--- config.mk ---
export PLATFORM = sky130hd
export DESIGN_NAME = usb_config_descriptor_walker_flat
export DESIGN_NICKNAME = d
export VERILOG_FILES = /design/src/hw/rtl/ucdw_pkg.sv /design/src/hw/rtl/ucdw_if.sv /design/src/hw/rtl/ucdw_in_stage.sv /design/src/hw/rtl/ucdw_parser.sv /design/src/hw/rtl/ucdw_out_stage.sv /design/src/hw/rtl/usb_config_descriptor_walker.sv /design/src/flat_wrapper.sv
export SDC_FILE = /design/constraint.sdc
export NUM_CORES = 1
export LEC_CHECK = 0
export ABC_AREA = 1
export BUFFER_PORTS_ARGS = -buffer_cell sky130_fd_sc_hd__buf_2
export CORE_UTILIZATION = 47
export DETAILED_ROUTE_END_ITERATION = 8
export PLACE_DENSITY = 0.64
export SETUP_SLACK_MARGIN = 0.5
export SLEW_MARGIN = 20
export SYNTH_ARGS = -nofsm -noshare
export SYNTH_HDL_FRONTEND = slang
export SYNTH_SLANG_ARGS = --single-unit
--- constraint.sdc ---
create_clock -name clk -period 7.8 [get_ports clk]
set_clock_uncertainty 0.15 [all_clocks]
set_input_delay 1.17 -clock clk [delete_from_list [all_inputs] [get_ports clk]]
set_output_delay 1.17 -clock clk [all_outputs]
set_load 0.005 [all_outputs]
--- src/hw/rtl/ucdw_pkg.sv ---
`timescale 1ns / 1ps

package ucdw_pkg;

  localparam logic [7:0] MIN_DESC_LEN   = 8'd3;
  localparam logic [7:0] MIN_FIRST_LEN  = 8'd4;
  localparam logic [7:0] TYPE_CONFIG    = 8'd2;
  localparam logic [7:0] TYPE_IFACE     = 8'd4;
  localparam logic [7:0] TYPE_ENDPOINT  = 8'd5;
  localparam logic [7:0] IFACE_MIN_LEN  = 8'd9;
  localparam logic [7:0] EP_MIN_LEN     = 8'd7;

  typedef enum logic [1:0] {
    ST_OK        = 2'd0,
    ST_END       = 2'd1,
    ST_TOO_SHORT = 2'd2,
    ST_OVERRUN   = 2'd3
  } status_t;

  typedef struct packed {
    logic [7:0] data_byte;
    logic       first;
  } item_t;

  typedef struct packed {
    logic [7:0]  desc_type;
    logic [15:0] desc_offset;
    logic [7:0]  desc_length;
    logic        is_interface;
    logic        is_endpoint;
    logic [7:0]  iface_number;
    logic [7:0]  iface_seq;
    logic [7:0]  alt_index;
    logic        endpoint_run_end;
    status_t     status;
    logic        last;
  } result_t;

endpackage

--- src/hw/rtl/ucdw_if.sv ---
`timescale 1ns / 1ps

interface ucdw_in_if import ucdw_pkg::*; ();
  logic  valid;
  logic  ready;
  item_t payload;

  modport source (output valid, output payload, input ready);
  modport sink   (input valid, input payload, output ready);
  modport mon    (input valid, input payload, input ready);
endinterface

interface ucdw_out_if import ucdw_pkg::*; ();
  logic    valid;
  logic    ready;
  result_t payload;

  modport source (output valid, output payload, input ready);
  modport sink   (input valid, input payload, output ready);
  modport mon    (input valid, input payload, input ready);
endinterface

--- src/hw/rtl/ucdw_in_stage.sv ---
`timescale 1ns / 1ps

module ucdw_in_stage import ucdw_pkg::*; (
  input  logic  clk,
  input  logic  rst,
  input  logic  in_valid,
  output logic  in_ready,
  input  item_t in_item,
  input  logic  advance,
  output logic  valid,
  output item_t item
);

  logic load;

  assign in_ready = !valid || advance;
  assign load     = in_valid && in_ready;

  always_ff @(posedge clk) begin
    if (rst) begin
      valid <= 1'b0;
    end else if (load) begin
      valid <= 1'b1;
    end else if (advance) begin
      valid <= 1'b0;
    end
  end

  always_ff @(posedge clk) begin
    if (load) begin
      item <= in_item;
    end
  end

endmodule

--- src/hw/rtl/ucdw_parser.sv ---
`timescale 1ns / 1ps

module ucdw_parser import ucdw_pkg::*; (
  input  logic    clk,
  input  logic    rst,
  input  item_t   item,
  input  logic    advance,
  output result_t result,
  output logic    has_result
);

  logic [15:0] byte_offset;
  logic [15:0] total_length;
  logic        total_known;
  logic [15:0] cur_start;
  logic [7:0]  cur_length;
  logic [7:0]  cur_type;
  logic [7:0]  cur_iface_number;
  logic [7:0]  last_iface_number;
  logic [7:0]  iface_count_index;
  logic [7:0]  alt_count_index;
  logic        seen_interface;
  logic        stopped;

  // state as seen by this byte: a first byte starts from a clean slate
  logic [15:0] off, start_e, total_e, pos;
  logic        known_e, seen_e, active;
  logic [7:0]  len_e, type_e, ifn_e, last_ifn_e, iidx_e, aidx_e;
  logic [7:0]  b;

  logic [15:0] total_length_next;
  logic        total_known_next;
  logic [7:0]  cur_length_next, cur_type_next, cur_iface_number_next;
  logic [7:0]  iface_count_index_next, alt_count_index_next;
  logic        seen_interface_next;

  logic        err, done, at_end, is_if, is_ep, run_end;
  status_t     err_status;

  always_comb begin
    b          = item.data_byte;
    active     = item.first || !stopped;
    off        = item.first ? '0 : byte_offset;
    start_e    = item.first ? '0 : cur_start;
    total_e    = item.first ? '0 : total_length;
    known_e    = item.first ? 1'b0 : total_known;
    len_e      = item.first ? '0 : cur_length;
    type_e     = item.first ? '0 : cur_type;
    ifn_e      = item.first ? '0 : cur_iface_number;
    last_ifn_e = item.first ? '0 : last_iface_number;
    iidx_e     = item.first ? '0 : iface_count_index;
    aidx_e     = item.first ? '0 : alt_count_index;
    seen_e     = item.first ? 1'b0 : seen_interface;
    pos        = off - start_e;
  end

  // field capture within the current descriptor and the total length
  always_comb begin
    cur_length_next       = (pos == 16'd0) ? b : len_e;
    cur_type_next         = (pos == 16'd0) ? 8'd0 : (pos == 16'd1) ? b : type_e;
    cur_iface_number_next = (pos == 16'd0) ? 8'd0 : (pos == 16'd2) ? b : ifn_e;
    if (off == 16'd2) begin
      total_length_next = {8'd0, b};
    end else if (off == 16'd3) begin
      total_length_next = {b, total_e[7:0]};
    end else begin
      total_length_next = total_e;
    end
    total_known_next = known_e || (off == 16'd3);
  end

  // stop conditions, in order of precedence
  always_comb begin
    err        = 1'b1;
    err_status = ST_OK;
    priority if (pos == 16'd0 && off == 16'd0 && b < MIN_FIRST_LEN) begin
      err_status = ST_TOO_SHORT;
    end else if (pos == 16'd0 && off != 16'd0 && known_e &&
                 ({1'b0, start_e} + {9'd0, b} > {1'b0, total_e})) begin
      err_status = ST_OVERRUN;
    end else if (pos == 16'd0 && off != 16'd0 && b < MIN_DESC_LEN) begin
      err_status = ST_TOO_SHORT;
    end else if (off == 16'd3 && total_length_next == 16'd0) begin
      err_status = ST_END;
    end else if (off == 16'd3 && {8'd0, cur_length_next} > total_length_next) begin
      err_status = ST_OVERRUN;
    end else begin
      err = 1'b0;
    end
  end

  always_comb begin
    done    = !err && ({1'b0, pos} + 17'd1 == {9'd0, cur_length_next});
    at_end  = total_known_next && ({1'b0, off} + 17'd1 == {1'b0, total_length_next});
    is_if   = cur_type_next == TYPE_IFACE && cur_length_next >= IFACE_MIN_LEN;
    is_ep   = cur_type_next == TYPE_ENDPOINT && cur_length_next >= EP_MIN_LEN;
    run_end = cur_type_next == TYPE_CONFIG ||
              (cur_type_next == TYPE_ENDPOINT && cur_length_next < EP_MIN_LEN);

    iface_count_index_next = iidx_e;
    alt_count_index_next   = aidx_e;
    seen_interface_next    = seen_e;
    if (is_if) begin
      if (!seen_e) begin
        seen_interface_next = 1'b1;
      end else if (cur_iface_number_next == last_ifn_e) begin
        alt_count_index_next = aidx_e + 8'd1;
      end else begin
        iface_count_index_next = iidx_e + 8'd1;
        alt_count_index_next   = 8'd0;
      end
    end
  end

  always_comb begin
    has_result         = active && (err || done);
    result.desc_type   = cur_type_next;
    result.desc_offset = start_e;
    result.desc_length = cur_length_next;
    if (err) begin
      result.is_interface     = 1'b0;
      result.is_endpoint      = 1'b0;
      result.iface_number     = 8'd0;
      result.iface_seq        = iidx_e;
      result.alt_index        = aidx_e;
      result.endpoint_run_end = 1'b0;
      result.status           = err_status;
      result.last             = 1'b1;
    end else begin
      result.is_interface     = is_if;
      result.is_endpoint      = is_ep;
      result.iface_number     = is_if ? cur_iface_number_next : 8'd0;
      result.iface_seq        = iface_count_index_next;
      result.alt_index        = alt_count_index_next;
      result.endpoint_run_end = run_end;
      result.status           = at_end ? ST_END : ST_OK;
      result.last             = at_end;
    end
  end

  always_ff @(posedge clk) begin
    if (rst) begin
      byte_offset       <= '0;
      total_length      <= '0;
      total_known       <= 1'b0;
      cur_start         <= '0;
      cur_length        <= '0;
      cur_type          <= '0;
      cur_iface_number  <= '0;
      last_iface_number <= '0;
      iface_count_index <= '0;
      alt_count_index   <= '0;
      seen_interface    <= 1'b0;
      stopped           <= 1'b1;
    end else if (advance && active) begin
      byte_offset      <= off + 16'd1;
      total_length     <= total_length_next;
      total_known      <= total_known_next;
      cur_length       <= cur_length_next;
      cur_type         <= cur_type_next;
      cur_iface_number <= cur_iface_number_next;
      stopped          <= err || (done && at_end);
      if (done) begin
        cur_start         <= off + 16'd1;
        iface_count_index <= iface_count_index_next;
        alt_count_index   <= alt_count_index_next;
        seen_interface    <= seen_interface_next;
        if (is_if) begin
          last_iface_number <= cur_iface_number_next;
        end
      end else begin
        cur_start         <= start_e;
        iface_count_index <= iidx_e;
        alt_count_index   <= aidx_e;
        seen_interface    <= seen_e;
        last_iface_number <= last_ifn_e;
      end
    end
  end

endmodule

--- src/hw/rtl/ucdw_out_stage.sv ---
`timescale 1ns / 1ps

module ucdw_out_stage import ucdw_pkg::*; (
  input  logic    clk,
  input  logic    rst,
  input  logic    load,
  input  result_t load_result,
  output logic    free,
  output logic    out_valid,
  input  logic    out_ready,
  output result_t out_result
);

  assign free = !out_valid || out_ready;

  always_ff @(posedge clk) begin
    if (rst) begin
      out_valid <= 1'b0;
    end else if (load) begin
      out_valid <= 1'b1;
    end else if (out_ready) begin
      out_valid <= 1'b0;
    end
  end

  always_ff @(posedge clk) begin
    if (load) begin
      out_result <= load_result;
    end
  end

endmodule

--- src/hw/rtl/usb_config_descriptor_walker.sv ---
`timescale 1ns / 1ps
// Path: the byte that completes (or stops) a descriptor waits in the input register, and its
//   result is loaded into the result register when that byte advances, then offered from there.
// Throughput: one byte per cycle, sustained while results are taken as offered.
// Reset (rst, synchronous): empties both registers and leaves the walker stopped until
//   a byte with first set arrives; bytes without first are dropped while stopped.

module usb_config_descriptor_walker import ucdw_pkg::*; (
  input logic       clk,
  input logic       rst,
  ucdw_in_if.sink   in_ch,
  ucdw_out_if.source out_ch
);

  logic    s1_valid;
  item_t   s1_item;
  logic    out_free;
  logic    advance;
  result_t step_result;
  logic    step_has_result;

  // The byte in the input register moves on whenever the result register can take
  // whatever it produces; bytes that complete nothing still retire at that point.
  assign advance = s1_valid && out_free;

  // Input register: holds one byte; refills in the same cycle it retires.
  ucdw_in_stage u_in (
    .clk      (clk),
    .rst      (rst),
    .in_valid (in_ch.valid),
    .in_ready (in_ch.ready),
    .in_item  (in_ch.payload),
    .advance  (advance),
    .valid    (s1_valid),
    .item     (s1_item)
  );

  // Parse state plus the single-pass step logic; state advances with the byte.
  ucdw_parser u_parse (
    .clk        (clk),
    .rst        (rst),
    .item       (s1_item),
    .advance    (advance),
    .result     (step_result),
    .has_result (step_has_result)
  );

  // Result register: load only bytes that produce a report.
  ucdw_out_stage u_out (
    .clk         (clk),
    .rst         (rst),
    .load        (advance && step_has_result),
    .load_result (step_result),
    .free        (out_free),
    .out_valid   (out_ch.valid),
    .out_ready   (out_ch.ready),
    .out_result  (out_ch.payload)
  );

endmodule

--- src/flat_wrapper.sv ---
// flat-port wrapper written by rule: the top's interface ports become plain ports
module usb_config_descriptor_walker_flat import ucdw_pkg::*;
  (clk, rst, in_ch_valid, in_ch_payload, in_ch_ready, out_ch_valid, out_ch_payload, out_ch_ready);
  ucdw_in_if in_ch_i ();
  ucdw_out_if out_ch_i ();
  input logic clk;
  input logic rst;
  input wire logic [$bits(in_ch_i.valid)-1:0] in_ch_valid;
  input wire logic [$bits(in_ch_i.payload)-1:0] in_ch_payload;
  output wire logic [$bits(in_ch_i.ready)-1:0] in_ch_ready;
  output wire logic [$bits(out_ch_i.valid)-1:0] out_ch_valid;
  output wire logic [$bits(out_ch_i.payload)-1:0] out_ch_payload;
  input wire logic [$bits(out_ch_i.ready)-1:0] out_ch_ready;
  assign in_ch_i.valid = in_ch_valid;
  assign in_ch_i.payload = in_ch_payload;
  assign in_ch_ready = in_ch_i.ready;
  assign out_ch_valid = out_ch_i.valid;
  assign out_ch_payload = out_ch_i.payload;
  assign out_ch_i.ready = out_ch_ready;
  usb_config_descriptor_walker u_core (.clk(clk), .rst(rst), .in_ch(in_ch_i), .out_ch(out_ch_i));
endmodule
==> out/qor.txt <==
Clk slew on worst S/H paths: 80 ps
Via density: 5.409
Post-layout util: 52.71%
Nets: 1767
FP Rows: 57
Postcts setup bufs: 0
Min-delay worst type: reg2reg
DRT antenna net count: 0
Initial core utilization: 47.66%
Slew at the pin with the worst max-slew slack: 807.0 ps
Placed cells: 2015
Port bufs: 76
Most used cell, CP: nand2_1
Vias post-DR: 11070
Diode count: 0
Final Max Tran Viols: 0
Max Cap Violations: 0
RSZ-0062 raised after global routing: no
Fmax: 152.0 MHz
Post-route clock period utilization: 84.32%
CTS sink count: 172
Post-synthesis cell type count: 46
Post-Syn Area per Cell: 6.941 um2
Layout overhead on the synthesized area: 10.60%
Total leakage power: 5.901 nW
Area of the die: 25220 um2
DRC viols: 0
FF-to-FF End: u_core.u_parse.alt_count_index[3]
Sequential area share after synthesis: 35.95%
CORE AREA: 24250 um2
Final setup fails: 0
Boundary pin count: 77
Status: finished clean
Yosys reg bits: 172
Worst Path Arrival: 6800 ps
CP peak stage delay: 640 ps
Die Wd: 158.8 um
Hold buffers post-CTS: 0
Vias in the first global route: 9997
H-Tree Depth: 4
CTS tree: yes
TNS Setup: 0 ps
Antenna violations before repair: 0
CTS buffer count: 17
Largest net degree at the start of global routing: 82
Mapped Area: 11560 um2
Fill cell count: 2448
Post-Synthesis Cells: 1665
Worst r2r path cells: 33
TritonRoute pass-1 iters: 5
Slowest cell on the critical path: nor3_4
Flop2flop setup slack: 1220 ps
Worst skew pair latency: 440 ps
Non-Filler Instances: 2047
DRC marker count from the first detailed-route iteration: 868
DP Wirelength: 24230 um
Syn Nets: 1722
Max VDD drop: 0.1321 mV
CTS max path bufs: 2
GRT overflow: 0
Worst Hold Depth: 2
Layout cells sized above 1: 10.21%
Required @ worst endpoint: 8020 ps
First-pass GRT wire length: 52560 um
Yosys warning count: 0
Min-delay src: u_core.u_parse.alt_count_index[7]
Routed wire length per instance: 16.21 um
Worst hold path endpoint: u_core.u_parse.alt_count_index[7]
Critical Path Start Type: register
Clock root buffer: clkbuf_16
Clock period minus worst slack: 6577 ps
Pwr Density: 179.9 nW/um2
Gpl congestion: 0.9797
Die H: 158.8 um
Routed wire length: 33190 um
Slew headroom: 46.20%
Fin. Hold Viols: 0
Total GRT Usage: 26.41%
Critical path class: reg2reg
Max FO, Critical Path: 30
Worst setup EP type: register
Worst R2R Start: u_core.u_in.item[0]
==> stage by stage <==
stage / instance area [um2] / setup WS (ps) / hold slack, ps / total power, mW
after floorplan: 11560 / 843.1 / 290.8 / 1.320
after global placement: 12150 / 1065 / 302.7 / 1.423
after detailed placement: 12150 / 859.2 / 305.5 / 1.428
after CTS: 12760 / 848.7 / 317.4 / 2.308
after global routing: 12780 / 682.3 / 326.8 / 2.403
final: 12780 / 1223 / 317.0 / 2.299
==> cell type report <==
class	instances	area, um2	area share [%]
clock buffer	18	450.4	3.524
clock inverter	14	163.9	1.282
inverter	225	853.3	6.676
multi-input combinational	1203	6248	48.89
sequential	172	4154	32.50
tap	324	405.4	3.172
timing repair buffer	91	505.5	3.955
==> synthesized netlist by cell type (all sizes together) <==
library cell / number / share of area (%)
nand4: 61 / 3.3
a21oi: 118 / 5.1
nand2: 441 / 15
or4: 1 / 0.065
o311ai: 1 / 0.076
o21a: 4 / 0.26
o211ai: 31 / 2.0
a211oi: 2 / 0.13
or2: 4 / 0.22
nand3: 123 / 5.7
inv: 225 / 7.3
o31ai: 2 / 0.13
ha: 44 / 4.8
nor3: 22 / 1.3
nor4: 7 / 0.38
xor2: 43 / 3.3
edfxtp: 71 / 18
o21bai: 4 / 0.26
buf: 28 / 1.7
o2111ai: 1 / 0.076
a31oi: 16 / 0.87
a41oi: 1 / 0.076
clkbuf: 37 / 1.2
nand3b: 3 / 0.19
dfxtp: 101 / 17
and2: 3 / 0.16
o21ai: 99 / 4.4
xnor2: 12 / 0.91
nor2: 160 / 5.5
==> state kept, by name, summed over array words and instances (netlist names) <==
register / count
u_core.u_parse.cur_type: 8
u_core.u_parse.stopped: 1
u_core.u_parse.total_length: 16
u_core.u_parse.last_iface_number: 8
u_core.u_out.out_valid: 1
u_core.u_parse.cur_start: 16
u_core.u_in.valid: 1
u_core.u_parse.iface_count_index: 8
u_core.u_parse.seen_interface: 1
u_core.u_parse.alt_count_index: 8
u_core.u_parse.byte_offset: 16
u_core.u_parse.cur_iface_number: 8
u_core.u_parse.total_known: 1
u_core.u_in.item: 9
u_core.u_parse.cur_length: 8
u_core.u_out.out_result: 62
==> logic make-up (layout without fill, tap and decap cells) <==
kind of cell,Yosys count,count (layout),synth area share [%]
AO/OA/AOI/OAI,279,279,13.45
XOR/XNOR,55,55,4.233
adder cells (fa/ha/maj),44,44,4.764
buffers and inverters,290,348,10.17
flip-flops,172,172,35.95
AND/OR/NAND/NOR,825,825,31.44
==> per-layer routing <==
metal / wire [um] / GRT usage (%) / vias to the layer above
met5: 0 / 0 / -
met4: 618 / 7.502 / 0
met3: 2357 / 4.650 / 36
met2: 14300 / 40.37 / 391
met1: 15910 / 37.89 / 5035
li1: - / - / 5610
==> how the worst max path moves through the flow <==
stage | cells after the start | slack (ps) | from | endpoint
after detailed placement | 33 | 860 | u_core.u_in.item[0] | u_core.u_parse.last_iface_number[4]
after floorplan | 37 | 840 | u_core.u_in.item[0] | u_core.u_out.out_result[0]
after global placement | 33 | 1070 | u_core.u_in.item[0] | u_core.u_parse.last_iface_number[6]
final | 33 | 1220 | u_core.u_in.item[0] | u_core.u_parse.alt_count_index[3]
after CTS | 33 | 850 | u_core.u_in.item[0] | u_core.u_parse.last_iface_number[7]
after global routing | 33 | 680 | u_core.u_in.item[0] | u_core.u_parse.last_iface_number[2]
==> cell usage in the layout, fill, tap and decap left out, types with 9 or more instances in the layout <==
cell type	instances
a31oi_1	16
buf_4	14
xnor2_1	12
edfxtp_1	71
nor2_1	152
o211ai_1	31
dfxtp_1	101
nand2_1	431
nand2_2	9
inv_1	214
clkbuf_16	18
ha_1	44
nor3_1	17
nand3_1	114
o21ai_0	90
a21oi_1	117
xor2_1	42
nand4_1	61
buf_2	76
==> critical path: cells and delay by family, from the launching register on <==
| kind | cells | cell delay (ps) |
|---|---|---|
| compound gates | 9 | 1310 |
| fa+ha+maj | 2 | 690 |
| buf+inv | 5 | 1230 |
| flops | 1 | 420 |
| simple gates | 17 | 2680 |
==> repair_timing <==
item                                   CTS  global route
setup endpoints to repair                0            64
endpoints found under the hold margin    0             0
resized for setup                        0             7
==> where the power goes <==
| part | internal [mW] | switching, mW |
|---|---|---|
| Sequential | 0.959 | 0.0205 |
| Clock | 0.452 | 0.429 |
| Combinational | 0.127 | 0.312 |
Note: power is estimated with default switching activity, not from simulation.
